===== src/rtl/fdr_queue.sv =====
`timescale 1ns / 1ps
// ----------------------------------------------------------------------------
// Small register queue
// First-in first-out buffer in flops; push and pop may happen together.
// ----------------------------------------------------------------------------
module fdr_queue #(
  parameter int WIDTH  = 8,
  parameter int DEPTH  = 2,
  parameter int CNT_W  = $clog2(DEPTH + 1)
) (
  input  logic             clk,
  input  logic             rst,
  input  logic             push,
  input  logic [WIDTH-1:0] push_data,
  input  logic             pop,
  output logic [WIDTH-1:0] pop_data,
  output logic             empty,
  output logic             full,
  output logic [CNT_W-1:0] count
);

  localparam int PTR_W = (DEPTH > 1) ? $clog2(DEPTH) : 1;

  logic [WIDTH-1:0] mem [DEPTH];
  logic [PTR_W-1:0] rd_ptr;
  logic [PTR_W-1:0] wr_ptr;

  assign empty    = (count == '0);
  assign full     = (count == CNT_W'(DEPTH));
  assign pop_data = mem[rd_ptr];

  // Pointer wrap at the queue depth
  function automatic logic [PTR_W-1:0] ptr_inc(input logic [PTR_W-1:0] p);
    logic [PTR_W-1:0] r;
    if (32'(p) == DEPTH - 1) begin
      r = '0;
    end else begin
      r = p + PTR_W'(1);
    end
    return r;
  endfunction

  // Control state
  always_ff @(posedge clk) begin
    if (rst) begin
      rd_ptr <= '0;
      wr_ptr <= '0;
      count  <= '0;
    end else begin
      if (push) begin
        wr_ptr <= ptr_inc(wr_ptr);
      end
      if (pop) begin
        rd_ptr <= ptr_inc(rd_ptr);
      end
      count <= count + CNT_W'(push) - CNT_W'(pop);
    end
  end

  // Storage
  always_ff @(posedge clk) begin
    if (push) begin
      mem[wr_ptr] <= push_data;
    end
  end

endmodule


===== config.mk =====
export PLATFORM = sky130hd
export DESIGN_NAME = fdr_queue
export DESIGN_NICKNAME = d
export VERILOG_FILES = /design/src/rtl/fdr_queue.sv
export SDC_FILE = /design/constraint.sdc
export NUM_CORES = 1
export LEC_CHECK = 0
export ABC_AREA = 1
export BUFFER_PORTS_ARGS = -buffer_cell sky130_fd_sc_hd__buf_2
export CAP_MARGIN = 20
export CORE_ASPECT_RATIO = 0.9
export CORE_MARGIN = 3
export CORE_UTILIZATION = 52
export DETAILED_ROUTE_END_ITERATION = 6
export GPL_TIMING_DRIVEN = 0
export HOLD_SLACK_MARGIN = 0.06
export PLACE_DENSITY_LB_ADDON = 0.15
export RECOVER_POWER = 50
export REMOVE_ABC_BUFFERS = 1
export SLEW_MARGIN = 25
export SYNTH_ARGS = -nofsm -noshare
export SYNTH_HDL_FRONTEND = slang
export SYNTH_SLANG_ARGS = --single-unit

===== constraint.sdc =====
create_clock -name clk -period 2.54 [get_ports clk]
set_input_delay 0.381 -clock clk [delete_from_list [all_inputs] [get_ports clk]]
set_output_delay 0.381 -clock clk [all_outputs]
set_load 0.03 [all_outputs]

==> results.toml <==
[sta]
fin_hold_ws_ns = 0.2711
fin_crit_sh_pct = 72.83
clock_skew_ns = 0.001767
setup_tns_ns = 0
setup_viol = 0
fin_crit_ns = 1.850
fmax_mhz = 540.6
rsz0062_at_grt = "false"
tightest_slew_ns = 0.6536
drv_slew = 0
slew-limit-headroom_pct = 56.27
final_hold_viol_count = 0

[clocking]
cts.path.max_buffers = 2
cts_tree = "built"
clk_pin_slew_ns = 0.10
clockRootBuffer = "clkbuf_4"
postCtsSetupRepairBufs = 0
h-tree-depth = 1
clock-sinks = 21
cts_made_buffers = 3
hold_buffers = 0
clk_latency_ns = 0.29
cts_resized = 0

[hold_path]
hold_class = "input port to flip-flop"
min_from = "push_data[2]"

[global_routing]
grt_max_degree = 12
antenna_found_initial = 0
grt-ovfl-total = 0
track_usage_pct = 13.06
grt_pass1_vias = 474
grt_pass1_wl_mm = 1.814

[routing]
routed_wl_mm = 1.132
drt_iter0_markers = 9
drc = 0
wl_per_cell_um = 10.88
dr.pass1.iters = 5
via_per_inst = 4.587
ant_nets = 0
vias = 477

[layout]
final_nets = 97
fill_cells = 132
final-instance-count-excl-fill = 104
n_antenna_cell = 0
design_area_um2 = 992.2
drive_gt1_share_pct = 40.24
syn2layout_area_growth_pct = 18.71
layout_common_cells = "buf_2, edfxtp_1, mux2_4, inv_1, nor2_1"
final_common_cell = "buf_2"

[placement]
hpwl_um = 855.9
io_buffers = 23
gp_congestion = 0.7563
dpl_cell_area_um2 = 967.2
dp.cells = 100

[critical_path]
cpMaxStageDelayCell = "dfxtp_1"
cp_cell_sequence = "mux2_4, buf_2"
slowest_delay_ns = 0.66
worstPathRequired_ns = 2.16
endpoint_kind = "primary output"
r2r_start = "count[0]$_SDFF_PP0_"
critPathKind = "flip-flop to primary output"
critical_path.startpoint_type = "flip-flop"
cp.arrival_ns = 1.47
cp_max_fo = 8

[yosys]
syn_inst = 56
synth_largest_area_cell = "edfxtp_1"
syn_avg_cell_area_um2 = 14.93
ys_top_cells_by_area = "edfxtp_1, mux2_4, dfxtp_1"
ys_seq_area_share_pct = 69.46
synthesis.area_um2 = 835.8
ys_types = 12
ys_ff_latch = 21
yosys_warnings = 0
yosysTopAreaCellShare_pct = 57.49

[floorplanning]
coreArea_mm2 = 0.001480
fp-row-count = 13
die_area_mm2 = 0.002125
dieHeight_um = 44.04
fp.dieW_um = 48.26
io_pins = 24
start_util_pct = 56.47

[status]
status = "complete, no violations"

[pwr]
p_per_area_mw_per_mm2 = 709.8
p_leak_nw = 0.4432
p_seq_share_pct = 58.3
swShare_pct = 27.35
combPwrFrac_pct = 20.5
netSwitchingPower_uw = 192.6
power_frac_clock_pct = 21.3
vdd_ir_drop_max_v = 0.0004560
p_int_uw = 511.7
p_total_uw = 704.2

[run]
cap_violations = 0
-- worst max-delay path, delay by kind of cell (launching register included) --
kind     cells  cell delay, ns
mux          1            0.34
flops        1            0.66
buf+inv      1            0.18
-- final cells by class --
type | count | area, um2 | area share (%)
flip-flops and latches | 21 | 580.6 | 58.51
multi-input cells | 26 | 214.0 | 21.56
repair buffers | 23 | 113.9 | 11.48
inverters | 8 | 30.03 | 3.026
well taps | 22 | 27.53 | 2.774
clock buffers | 4 | 26.28 | 2.648
-- cells by family after synthesis --
logic type | count (synthesis) | synth area share [%]
AOI/OAI and AO/OA | 1 | 0.5982
xor gates and xnor gates | 1 | 1.048
adders and majority gates | 2 | 2.994
DFF | 21 | 69.46
muxes | 8 | 14.37
and+or+nand+nor | 14 | 6.585
buffers and inverters | 9 | 4.940
-- final timing paths --
path                                       endpoint  cells past startpoint  slack (ns)
worst max-delay path                    pop_data[5]                      2        0.69
worst min-delay path            mem[0][2]$_DFFE_PP_                      1        0.27
worst max register to register  count[1]$_SDFF_PP0_                      8        1.23
worst min register to register            flip-flop                      2        0.52
-- flip-flops by register name, summed over array words and instances, names as in the netlist, named ones only --
name    flops
mem        16
count       2
rd_ptr      1
wr_ptr      1
-- stage by stage --
stage                     util, %  setup slack, ns
after floorplan                 -            1.099
after global placement      65.34            1.014
after detailed placement    65.34           0.9982
after CTS                   67.12           0.6720
after global routing        67.03           0.6195
final                       67.03           0.6902
-- synthesized netlist by cell type (all sizes together) --
| cell | instances |
|---|---|
| edfxtp | 16 |
| inv | 8 |
| mux2 | 8 |
| nor2 | 8 |
| dfxtp | 5 |
| nand2 | 4 |
| ha | 2 |
| a21oi | 1 |
| buf | 1 |
| nand3 | 1 |
| nor3 | 1 |
| xnor2 | 1 |
-- metal layers --
| layer | track usage (%) | wire (um) |
|---|---|---|
| met1 | 14.75 | 452 |
| met2 | 20.05 | 594 |
| met3 | 4.065 | 68 |
| met4 | 9.677 | 17 |
| met5 | 0 | 0 |
-- power groups by stage --
stage / registers (mW) / clock network, mW / logic, mW
floorplan: 0.425 / 0 / 0.0973
global placement: 0.417 / 0 / 0.144
detailed placement: 0.419 / 0 / 0.147
CTS: 0.411 / 0.154 / 0.147
global route: 0.414 / 0.162 / 0.158
finish: 0.411 / 0.150 / 0.144
Power figures use the tool's default switching activity.
