--- src/rtl/fdr_pkg.sv ---
`timescale 1ns / 1ps
// ----------------------------------------------------------------------------
// Feedback delay reverb package
// Payload types, configuration register map and fixed constants.
// ----------------------------------------------------------------------------
package fdr_pkg;

  localparam int SAMPLE_W    = 24;
  localparam int CHAN_FIELD_W = 3;
  localparam int LEN_W       = 17;
  localparam int GAIN_W      = 16;
  localparam int CFG_INDEX_W = 2;
  localparam int CFG_DATA_W  = 17;

  // Queue depths between the parts of the block
  localparam int JOB_QUEUE_DEPTH    = 2;
  localparam int RESULT_QUEUE_DEPTH = 4;

  // Operation codes
  localparam logic OP_SAMPLE = 1'b0;
  localparam logic OP_FLUSH  = 1'b1;

  // Configuration register indexes
  localparam logic [CFG_INDEX_W-1:0] REG_DELAY_LENGTH  = 2'd0;
  localparam logic [CFG_INDEX_W-1:0] REG_DECAY_GAIN    = 2'd1;
  localparam logic [CFG_INDEX_W-1:0] REG_FEEDBACK_GAIN = 2'd2;
  localparam logic [CFG_INDEX_W-1:0] REG_EFFECT_ENABLE = 2'd3;

  localparam logic [LEN_W-1:0] DELAY_LENGTH_RESET = 17'd1;

  typedef struct packed {
    logic                       op;
    logic [CHAN_FIELD_W-1:0]    channel_in;
    logic signed [SAMPLE_W-1:0] sample_in;
  } item_t;

  typedef struct packed {
    logic [CHAN_FIELD_W-1:0]    channel_out;
    logic signed [SAMPLE_W-1:0] sample_out;
  } result_t;

  typedef struct packed {
    logic [LEN_W-1:0]  delay_length;
    logic [GAIN_W-1:0] decay_gain;
    logic [GAIN_W-1:0] feedback_gain;
    logic              effect_enable;
  } cfg_t;

  // Classified sample transaction handed from front to back
  typedef struct packed {
    logic                       fresh;
    logic [CHAN_FIELD_W-1:0]    channel;
    logic signed [SAMPLE_W-1:0] sample;
  } job_t;

endpackage

--- src/rtl/fdr_front.sv ---
`timescale 1ns / 1ps
// ----------------------------------------------------------------------------
// Feedback delay reverb front end
// Accepts transactions, handles flush, tracks per-channel ring heads and
// written-prefix counts, and queues sample jobs with their store address.
// ----------------------------------------------------------------------------
module fdr_front #(
  parameter int CHANNELS  = 2,
  parameter int MAX_DELAY = 65536,
  parameter int HEAD_W    = $clog2(MAX_DELAY),
  parameter int CHAN_W    = (CHANNELS > 1) ? $clog2(CHANNELS) : 1,
  parameter int ADDR_W    = CHAN_W + HEAD_W
) (
  input  logic                clk,
  input  logic                rst,
  input  logic                item_valid,
  output logic                item_stall,
  input  fdr_pkg::item_t      item,
  input  fdr_pkg::cfg_t       cfg,
  input  logic                job_full,
  output logic                job_push,
  output logic [ADDR_W-1:0]   job_addr,
  output fdr_pkg::job_t       job
);

  localparam int LEN_IW = HEAD_W + 1;

  // Ring head and count of slots written since the last flush, per channel.
  // Writes always fill a prefix of the ring, so one count marks what is live.
  logic [HEAD_W-1:0] head [CHANNELS];
  logic [LEN_IW-1:0] fill [CHANNELS];

  logic              accept;
  logic              ch_ok;
  logic [CHAN_W-1:0] chi;
  logic [LEN_IW-1:0] len;
  logic [HEAD_W-1:0] head_cur;
  logic [HEAD_W-1:0] head_use;
  logic [LEN_IW-1:0] head_inc;
  logic [HEAD_W-1:0] head_wrap;
  logic              fresh;

  assign item_stall = job_full;
  assign accept     = item_valid && !job_full;

  // Effective ring length and current slot
  always_comb begin
    chi   = item.channel_in[CHAN_W-1:0];
    ch_ok = (32'(item.channel_in) < CHANNELS);
    if (cfg.delay_length == '0) begin
      len = LEN_IW'(1);
    end else if (32'(cfg.delay_length) > MAX_DELAY) begin
      len = LEN_IW'(MAX_DELAY);
    end else begin
      len = LEN_IW'(cfg.delay_length);
    end
    head_cur  = head[chi];
    head_use  = ({1'b0, head_cur} >= len) ? '0 : head_cur;
    head_inc  = {1'b0, head_use} + LEN_IW'(1);
    head_wrap = (head_inc >= len) ? '0 : head_inc[HEAD_W-1:0];
    fresh     = ({1'b0, head_use} < fill[chi]);
  end

  assign job_push    = accept && (item.op == fdr_pkg::OP_SAMPLE) && ch_ok;
  assign job_addr    = {chi, head_use};
  assign job.fresh   = fresh;
  assign job.channel = item.channel_in;
  assign job.sample  = item.sample_in;

  // Head and fill bookkeeping; flush empties every ring at once
  always_ff @(posedge clk) begin
    if (rst || (accept && item.op == fdr_pkg::OP_FLUSH)) begin
      for (int i = 0; i < CHANNELS; i++) begin
        head[i] <= '0;
        fill[i] <= '0;
      end
    end else if (job_push) begin
      head[chi] <= head_wrap;
      if (!fresh) begin
        fill[chi] <= head_inc;
      end
    end
  end

endmodule

--- config.mk ---
export PLATFORM = sky130hd
export DESIGN_NAME = fdr_front
export DESIGN_NICKNAME = d
export VERILOG_FILES = /design/src/rtl/fdr_pkg.sv /design/src/rtl/fdr_front.sv
export SDC_FILE = /design/constraint.sdc
export NUM_CORES = 1
export LEC_CHECK = 0
export BUFFER_PORTS_ARGS = -buffer_cell sky130_fd_sc_hd__buf_2
export CAP_MARGIN = 20
export CORE_ASPECT_RATIO = 0.8
export CORE_UTILIZATION = 26
export DETAILED_ROUTE_END_ITERATION = 8
export GPL_ROUTABILITY_DRIVEN = 0
export SLEW_MARGIN = 10
export SYNTH_ARGS = -nofsm -noshare
export SYNTH_HDL_FRONTEND = slang
export SYNTH_SLANG_ARGS = --single-unit
--- constraint.sdc ---
create_clock -name clk -period 12.5 [get_ports clk]
set_input_delay 2.5 -clock clk [delete_from_list [all_inputs] [get_ports clk]]
set_output_delay 2.5 -clock clk [all_outputs]
set_load 0.03 [all_outputs]
==> impl_metrics.csv, run 1 <==
group,metric,value,unit
setup_path,required,10000,ps
grt,grt_pass1_wl,19810,µm
routing,via_per_inst,4.934,
floorplan,die-area,0.01897,mm²
clocking,cts_tree,"built",
clocking,root_buffer,"clkbuf_16",
sta,report.final.slew_viol_count,0,
synthesis,synthSimpleGateAreaFrac,19.15,%
synthesis,synth-xor-area-share,1.280,%
synthesis,synth_fp_nets,611,
synthesis,synthArstFlopShare,0,%
pwr,total_power,0.6371,mW
synthesis,muxShareOfSynthArea,6.818,%
synthesis,synth_area_leaders,"edfxtp_1, ha_1, mux2i_1, nor2_1, buf_4",
min_path,hp-start,"fill[0][16]",
grt,grt_max_degree,24,
synthesis,synth_top_area_share,41.38,%
min_path,hold_path.class,"flop to flop",
run,maxCapViolations,0,
pwr,internal_power,0.4528,mW
pwr,p_leak,2.394,nW
floorplan,io_pins,129,
pwr,p_seq_share,40.4,%
routing,dr.pass1.iters,4,
clocking,cts_resized,0,
grt,grt_use_total,13.95,%
synthesis,yosysSeqAreaShare,41.38,%
synthesis,synth_edf_count,66,
final_layout,fin_util,30.14,%
floorplan,num_rows,43,
pwr,swShare,28.92,%
floorplan,die_w,153.7,µm
final_layout,antennaDiodeCount,0,
setup_path,cp.arrival,7960,ps
routing,wirelength,12340,µm
final_layout,stdcell_count,730,
setup_path,crit_path_max_fanout,22,
placed_design,hpwlAfterDp,9479,µm
final_layout,area_growth,11.39,%
placed_design,place_inst,714,
routing,routedWlPerCell,16.91,µm
routing,drc,0,
setup_path,crit_path_end_kind,"output port",
synthesis,netlist_area,0.004790,mm²
final_layout,stdcell_area,0.005335,mm²
sta,whs,841.1,ps
floorplan,start_util,27.06,%
synthesis,synth.top_cells.by_count,"nor2_1, edfxtp_1, ha_1",
sta,period_share,83.70,%
sta,layout_min_cycle_time,10460,ps
synthesis,synth_top_family_by_area,"simple AND/OR/NAND/NOR gates",
floorplan,fp.dieH,123.4,µm
pwr,power_switching,0.1842,mW
sta,setup_ws,2037,ps
floorplan,core-area,0.01770,mm²
routing,drt_iter0_drc,195,
setup_path,crit_type,"input pin to output port",
pwr,vdd_ir_drop_max,0.05774,mV
grt,grt_antenna_before_repair,0,
pwr,clockPowerShare,37.8,%
placed_design,portBuffers,47,
placed_design,place_area,0.005057,mm²
synthesis,yosysTopAreaCell,"edfxtp_1",
synthesis,avgSynthCellArea,9.978,µm²
setup_path,r2r_start,"head[1][10]",
sta,clock.fmax,0.09558,GHz
grt,grt_overflow,0,
run_status,outcome,"finished, final reports clean",
clocking,h-tree-depth,3,
synthesis,synth-adder-area-share,12.80,%
synthesis,synth_most_common_cell,"nor2_1",
sta,tns,0,ps
synthesis,ys_warn_count,0,
routing,antenna_left,0,
sta,worst_pin_slew,952.7,ps
clocking,clock_latency,340,ps
clocking,numCtsBuffers,9,
grt,grt_pass1_vias,3753,
synthesis,ys_types,55,
clocking,cts_buffer_depth,2,
clocking,holdBufCountCts,0,
final_layout,nNetsFinal,631,
sta,finalClockSkew,6.844,ps
final_layout,drive_gt1_share,16.04,%
sta,relSlewSlack,36.31,%
clocking,post-cts-setup-buffer-count,0,
setup_path,crit_start,"item[24]",
setup_path,cp-start-kind,"input pin",
placed_design,place_ws,2065,ps
synthesis,postSynthCellCount,480,
clocking,path_clk_slew,50,ps
sta,setup_viol,0,
sta,hold_viol,0,
clocking,cts_sinks,66,
pwr,pwr-share-comb,21.8,%
synthesis,synth_compound_area_share,9.378,%
pwr,powerDensity,119.4,mW/mm²
sta,grt_setup_unrepaired,"false",
synthesis,synth-main-ff-cell,"edfxtp_1",
synthesis,ys_ff_latch,66,
routing,vias,3602,
## placed cells by master, fill, tap and decap left out, types with 3 or more instances in the layout
| master | synthesis | routed |
|---|---|---|
| mux2i_1 | 29 | 29 |
| nor3_1 | 3 | 3 |
| or3_1 | 3 | 3 |
| a21o_1 | 10 | 10 |
| nand2_1 | 32 | 32 |
| a31oi_1 | 3 | 3 |
| nor2b_1 | 4 | 4 |
| ha_1 | 49 | 49 |
| nand2b_1 | 3 | 3 |
| nand4_1 | 13 | 13 |
| buf_4 | 31 | 5 |
| xnor2_1 | 7 | 7 |
| edfxtp_1 | 66 | 66 |
| nor2_1 | 73 | 73 |
| a21oi_1 | 29 | 29 |
| clkinv_1 | 0 | 4 |
| buf_2 | 7 | 47 |
| clkbuf_16 | 0 | 9 |
| o21ai_0 | 6 | 6 |
| inv_1 | 35 | 35 |
| nor4_1 | 12 | 12 |
| and3_1 | 5 | 5 |
| nand3_1 | 11 | 11 |
## worst max-delay path, cell delays in order
cell      delay, ps
buf_2           480
mux2i_1         630
inv_1           170
ha_1            350
nand4_1         150
or4b_1          510
o32ai_1         360
or3_1           590
nor2_1          220
ha_1            350
and4_1          230
nand4_1         150
o21bai_1        190
nor4_1          540
o21ba_2         230
o22ai_1          80
buf_2           200
## flip-flops by register name, summed over array words and instances (netlist names)
name / flops
fill: 34
head: 32
## cell type report
cell class / instances / area (µm²)
clock buffer: 11 / 232.7
clock inverter: 5 / 45.04
fill: 1800 / 12370
inverter: 35 / 131.4
multi-input combinational: 334 / 2367
sequential: 66 / 1982
tap: 225 / 281.5
timing repair buffer: 54 / 295.3
## kinds of logic after synthesis
family,after synthesis
adder cells (fa/ha/maj),49
AND/OR/NAND/NOR,178
AO/OA/AOI/OAI,68
XOR/XNOR,7
buffers and inverters,80
multiplexers,32
flip-flops,66
## worst paths after layout
check	endpoint	slack, ps	depth (start not counted)
max reg2reg	head[1][9]	5940	22
min reg2reg	fill[0][0]	840	3
min	fill[0][0]	840	3
max	job[27]	2040	17
## power groups by stage
stage                     Sequential, mW  Combinational, mW  Clock, mW
after CTS                          0.257              0.139      0.243
after global routing               0.258              0.154      0.253
final                              0.257              0.139      0.241
after detailed placement           0.262              0.138          0
after floorplan                    0.260              0.113          0
after global placement             0.261              0.133          0
## metal layers
metal / global-route usage (%) / vias to the layer above / part of all wire, %
met4: 3.750 / 0 / 1.4
met5: 0 / - / 0
met3: 4.241 / 17 / 5.5
met2: 23.38 / 83 / 47
li1: - / 1759 / -
met1: 17.47 / 1743 / 46
(Power assumes the default switching activity.)
==> run 2, diff against run 1 <==
==> constraint.sdc (replaced) <==
create_clock -name clk -period 9.4 [get_ports clk]
set_input_delay 1.88 -clock clk [delete_from_list [all_inputs] [get_ports clk]]
set_output_delay 1.88 -clock clk [all_outputs]
set_load 0.03 [all_outputs]
==> run 2 against run 1 <==
  * Global-route usage fell by 0.41 points
  * First-iteration DRC count up 7.7%
  * Worst setup slack lost 1500 ps
  * Wire length fell by 0.71%
  * Via count grew 1.5%
  * Die area is the same
  * Largest cell class unchanged
  * Highest routed layer unchanged
==> impl_metrics.csv, run 2 (same netlist as run 1, synthesis figures left out) <==
group,metric,value,unit
grt,grt_overflow,0,
routing,dr.pass1.iters,4,
grt,grt_use_total,13.54,%
pwr,powerDensity,153.5,mW/mm²
final_layout,area_growth,11.65,%
floorplan,io_pins,129,
routing,via_per_inst,4.976,
setup_path,cp-start-kind,"input pin",
setup_path,r2r_start,"head[1][11]",
min_path,hp-start,"fill[0][16]",
clocking,post-cts-setup-buffer-count,0,
sta,relSlewSlack,38.15,%
clocking,cts_resized,0,
sta,setup_viol,0,
clocking,clock_latency,330,ps
placed_design,hpwlAfterDp,9568,µm
run,maxCapViolations,0,
sta,finalClockSkew,7.022,ps
routing,vias,3657,
final_layout,drive_gt1_share,17.25,%
sta,worst_pin_slew,925.1,ps
sta,report.final.slew_viol_count,0,
clocking,cts_tree,"built",
floorplan,fp.dieH,123.4,µm
final_layout,layout_common_cells,"nor2_1, edfxtp_1, ha_1",
pwr,p_leak,2.405,nW
clocking,h-tree-depth,3,
final_layout,largest-register,"fill",
final_layout,stdcell_area,0.005348,mm²
setup_path,ff2ff_path_depth,21,
final_layout,nNetsFinal,637,
min_path,hold_end,"fill[0][0]",
grt,grtUsageMet3,3.190,%
clocking,root_buffer,"clkbuf_16",
sta,layout_min_cycle_time,8815,ps
pwr,total_power,0.8207,mW
final_layout,final_common_cell,"nor2_1",
setup_path,crit_type,"input pin to output port",
clocking,numCtsBuffers,9,
grt,grt_max_degree,19,
final_layout,antennaDiodeCount,0,
final_layout,reg_top3,"fill: 34 flops, head: 32 flops",
grt,top_usage_layer,"met2",
floorplan,num_rows,43,
pwr,vdd_ir_drop_max,0.09783,mV
grt,grt_pass1_vias,3668,
routing,wirelength,12260,µm
placed_design,place_area,0.005095,mm²
min_path,hold_depth,3,
setup_path,reg2reg_setup_slack,3460,ps
grt,grt_antenna_before_repair,0,
routing,drt_iter0_drc,210,
final_layout,largest_reg_flops,34,
sta,tns,0,ps
setup_path,required,7520,ps
sta,hold_viol,0,
clocking,holdBufCountCts,0,
placed_design,portBuffers,47,
grt,use_met1,17.37,%
floorplan,die-area,0.01897,mm²
floorplan,die_w,153.7,µm
setup_path,regToRegEndpoint,"head[0][1]",
routing,drc,0,
min_path,hold_path.class,"flop to flop",
clocking,path_clk_slew,50,ps
setup_path,cp.arrival,6940,ps
routing,antenna_left,0,
setup_path,crit_path_max_fanout,18,
sta,grt_setup_unrepaired,"false",
sta,period_share,93.78,%
floorplan,core-area,0.01770,mm²
setup_path,crit_path_end_kind,"output port",
routing,routedWlPerCell,16.67,µm
clocking,cts_buffer_depth,2,
grt,grt_pass1_wl,19380,µm
final_layout,num-fill-cells,1778,
floorplan,start_util,27.06,%
grt,globalRouteMet2Util,22.59,%
sta,clock.fmax,0.1134,GHz
run_status,outcome,"finished, final reports clean",
clocking,cts_sinks,66,
## run 2: cell count changes in the layout (fill, tap and decap cells not counted)
cell	delta
bufinv_16	-1
clkinv_2	+1
buf_4	+8
buf_6	-2
clkinv_1	-2
clkinvlp_4	+1
## run 2: metrics by stage
| step | hold slack, ps | worst slack [ps] | util [%] | std cells |
|---|---|---|---|---|
| after global routing | 880.2 | 187.2 | 30.21 | 735 |
| final | 858.6 | 584.6 | 30.21 | 735 |
| after detailed placement | 826.9 | 540.7 | 28.78 | 720 |
| after CTS | 835.9 | 511.6 | 30.21 | 735 |
| after global placement | 809.3 | 643.1 | 28.78 | 720 |
| after floorplan | 706.0 | 1090 | - | 480 |
## run 2: critical path, cell delays in order
cell	delay, ps
buf_2	430
mux2i_1	570
inv_1	110
ha_1	320
nand4_1	170
or4b_1	530
o32ai_1	350
or3_1	420
nor2_1	170
ha_1	340
and4_1	240
nand4_1	170
o21bai_1	200
nor4_1	520
o21ba_2	220
o22ai_1	80
buf_2	200
## run 2: power by group
part | leakage, nW | switching (mW) | internal [mW]
clock network | 0.120 | 0.117 | 0.175
registers | 0.694 | 0.00369 | 0.338
logic | 1.59 | 0.123 | 0.0642
total | 2.41 | 0.244 | 0.577
## run 2: metal layers
metal  vias to the layer above  wire, µm
met4                         0       174
met2                       108      5779
met1                      1759      5652
met5                         -         0
met3                        17       650
li1                       1773         -
## run 2: area by class of cell
cell class	instances	area (µm²)	area share (%)
multi-input combinational	334	2367	44.27
sequential	66	1982	37.06
timing repair buffer	60	332.8	6.224
tap	225	281.5	5.264
clock buffer	11	232.7	4.352
inverter	35	131.4	2.457
clock inverter	4	20.02	0.3744
## run 2: worst max-delay path by stage
stage	startpoint	end	slack [ps]	cells after the start
after floorplan	item[24]	job[27]	1090	16
after global placement	item[24]	job[27]	640	17
after detailed placement	item[24]	job[27]	540	17
after CTS	item[24]	job[27]	510	17
after global routing	cfg[44]	job[27]	190	19
final	item[24]	job[27]	580	17
==> run 3, diff against run 2 <==
--- a/config.mk
+++ b/config.mk
@@ -6,11 +6,12 @@
 export NUM_CORES = 1
 export LEC_CHECK = 0
 export BUFFER_PORTS_ARGS = -buffer_cell sky130_fd_sc_hd__buf_2
-export CAP_MARGIN = 20
 export CORE_ASPECT_RATIO = 0.8
 export CORE_UTILIZATION = 26
 export DETAILED_ROUTE_END_ITERATION = 8
 export GPL_ROUTABILITY_DRIVEN = 0
+export MAX_ROUTING_LAYER = met4
+export PLACE_DENSITY_LB_ADDON = 0.15
 export SLEW_MARGIN = 10
 export SYNTH_ARGS = -nofsm -noshare
 export SYNTH_HDL_FRONTEND = slang
==> run 3 against run 2 <==
  * First-iteration DRC count fell by 5.2%
  * Largest power group unchanged
  * Maximum frequency fell by 1.5%
  * Global-route usage rose by 1.7 points
  * Cell area rose by 1.5%
  * Core utilization rose by 0.46 points
  * Critical path type unchanged
  * Critical path depth fell by 1
  * Sequential share of layout area fell by 0.56 points
  * Hold slack got worse by 20 ps
  * Total power rose by 4.5%
==> impl_metrics.csv, run 3 (same netlist as run 1, synthesis figures left out) <==
group,metric,value,unit
run_status,outcome,"finished, final reports clean",
min_path,hp-start,"fill[0][16]",
floorplan,fp.dieH,123.4,µm
floorplan,start_util,27.06,%
routing,routedWlPerCell,17.90,µm
setup_path,regToRegEndpoint,"head[1][6]",
min_path,hold_depth,3,
final_layout,final_common_cell,"nor2_1",
routing,via_per_inst,4.832,
placed_design,hpwlAfterDp,10400,µm
placed_design,place_ws,441.3,ps
clocking,cts_resized,0,
pwr,powerDensity,158.0,mW/mm²
sta,layout_min_cycle_time,8952,ps
routing,antenna_left,0,
clocking,cts_sinks,66,
routing,wirelength,13320,µm
routing,drt_iter0_drc,199,
sta,worst_pin_slew,1023,ps
sta,period_share,95.24,%
grt,grt_pass1_wl,20820,µm
floorplan,die_w,153.7,µm
setup_path,cp_num_buf_inv,3,
grt,grt_overflow,0,
setup_path,crit_path_end_kind,"output port",
pwr,total_power,0.8579,mW
clocking,cts_buffer_depth,2,
sta,finalClockSkew,8.551,ps
grt,grt_use_total,15.29,%
sta,setup_viol,0,
setup_path,cp-start-kind,"input pin",
sta,relSlewSlack,31.58,%
setup_path,r2r_start,"head[0][12]",
clocking,path_clk_slew,50,ps
setup_path,crit_chain,"buf_2 > mux2i_1 > inv_1 > ha_1 > nand4_1 > or4b_1 > o32ai_1 > or3_1 > nor2_1 > ha_1 > and3_1 > a221o_1 > a221o_1 > o21ba_2 > o22ai_1 > buf_2",
clocking,cts_tree,"built",
sta,tns,0,ps
grt,grt_antenna_before_repair,1,
final_layout,largest-register,"fill",
final_layout,stdcell_count,744,
grt,grt_pass1_vias,3601,
final_layout,reg_top3,"fill: 34 flops, head: 32 flops",
sta,hold_viol,0,
run,maxCapViolations,0,
final_layout,drive_gt1_share,18.34,%
min_path,hold_end,"fill[0][0]",
pwr,p_leak,2.454,nW
sta,setup_ws,447.9,ps
pwr,vdd_ir_drop_max,0.09253,mV
floorplan,num_rows,43,
setup_path,critPathTopFamily,"simple AND/OR/NAND/NOR gates",
setup_path,cpMaxStageDelayCell,"or3_1",
setup_path,crit_type,"input pin to output port",
placed_design,portBuffers,47,
clocking,h-tree-depth,3,
floorplan,io_pins,129,
clocking,numCtsBuffers,9,
final_layout,nNetsFinal,644,
sta,report.final.slew_viol_count,0,
final_layout,area_growth,13.35,%
routing,vias,3595,
setup_path,reg2reg_setup_slack,3070,ps
final_layout,layout_common_cells,"nor2_1, edfxtp_1, ha_1",
setup_path,cp.arrival,7070,ps
floorplan,die-area,0.01897,mm²
sta,clock.fmax,0.1117,GHz
clocking,clock_latency,330,ps
routing,drc,0,
placed_design,place_inst,727,
setup_path,crit_path_max_fanout,16,
floorplan,core-area,0.01770,mm²
clocking,holdBufCountCts,0,
final_layout,largest_reg_flops,34,
sta,grt_setup_unrepaired,"false",
grt,grt_max_degree,18,
routing,dr.pass1.iters,5,
min_path,hold_path.class,"flop to flop",
setup_path,slowest_delay,580,ps
clocking,post-cts-setup-buffer-count,0,
clocking,root_buffer,"clkbuf_16",
setup_path,required,7520,ps
setup_path,ff2ff_path_depth,22,
[run 3: stage by stage]
stage | instance area, µm² | util (%) | hold slack (ps)
3_5_place_dp | 5147 | 29.08 | 821.0
6_report | 5429 | 30.67 | 838.8
4_1_cts | 5426 | 30.66 | 829.4
2_1_floorplan | 4790 | - | 706.0
3_3_place_gp | 5147 | 29.08 | 822.0
5_1_grt | 5429 | 30.67 | 900.7
[run 3: where the power goes]
| group | internal, mW | switching (mW) | total, mW |
|---|---|---|---|
| clock network | 0.203 | 0.123 | 0.327 |
| registers | 0.338 | 0.00342 | 0.342 |
| logic | 0.0655 | 0.124 | 0.190 |
[run 3: routing by layer]
metal | global-route usage [%] | up-vias | share of wire [%]
met5 | - | - | 0
met4 | 3.313 | 0 | 0.97
met3 | 2.909 | 15 | 4.6
met2 | 24.20 | 94 | 45
met1 | 20.33 | 1705 | 49
li1 | - | 1781 | -
[run 3: layout make-up]
cell class / count / area [µm²]
Antenna cell: 1 / 2.502
Clock buffer: 12 / 236.5
Clock inverter: 4 / 42.54
Fill cell: 1822 / 12270
Inverter: 35 / 131.4
Multi-Input combinational cell: 334 / 2367
Sequential cell: 66 / 1982
Tap cell: 225 / 281.5
Timing Repair Buffer: 67 / 385.4
[run 3: worst reg2reg max path: stages, from the launching register on]
cell	delay [ps]
edfxtp_1	360
mux2i_1	370
inv_1	150
ha_1	360
nand4_1	160
or4b_1	540
o32ai_1	400
or3_1	580
nor2_1	250
ha_1	270
and3_1	280
nand4_1	190
nor2_1	50
or3_4	370
inv_1	80
ha_1	230
a21o_1	160
a21oi_1	150
o22ai_1	100
a211oi_1	420
o21ai_1	300
buf_4	280
nor2_1	100
[run 3: worst max path at each step]
| stage | startpoint | end | slack (ps) | cells after the start |
|---|---|---|---|---|
| 3_3_place_gp | item[24] | job[27] | 490 | 16 |
| 3_5_place_dp | item[24] | job[27] | 440 | 16 |
| 4_1_cts | item[24] | job[27] | 400 | 16 |
| 5_1_grt | cfg[44] | job[27] | 90 | 20 |
| 6_report | item[24] | job[27] | 450 | 16 |
| 2_1_floorplan | item[24] | job[27] | 1090 | 16 |
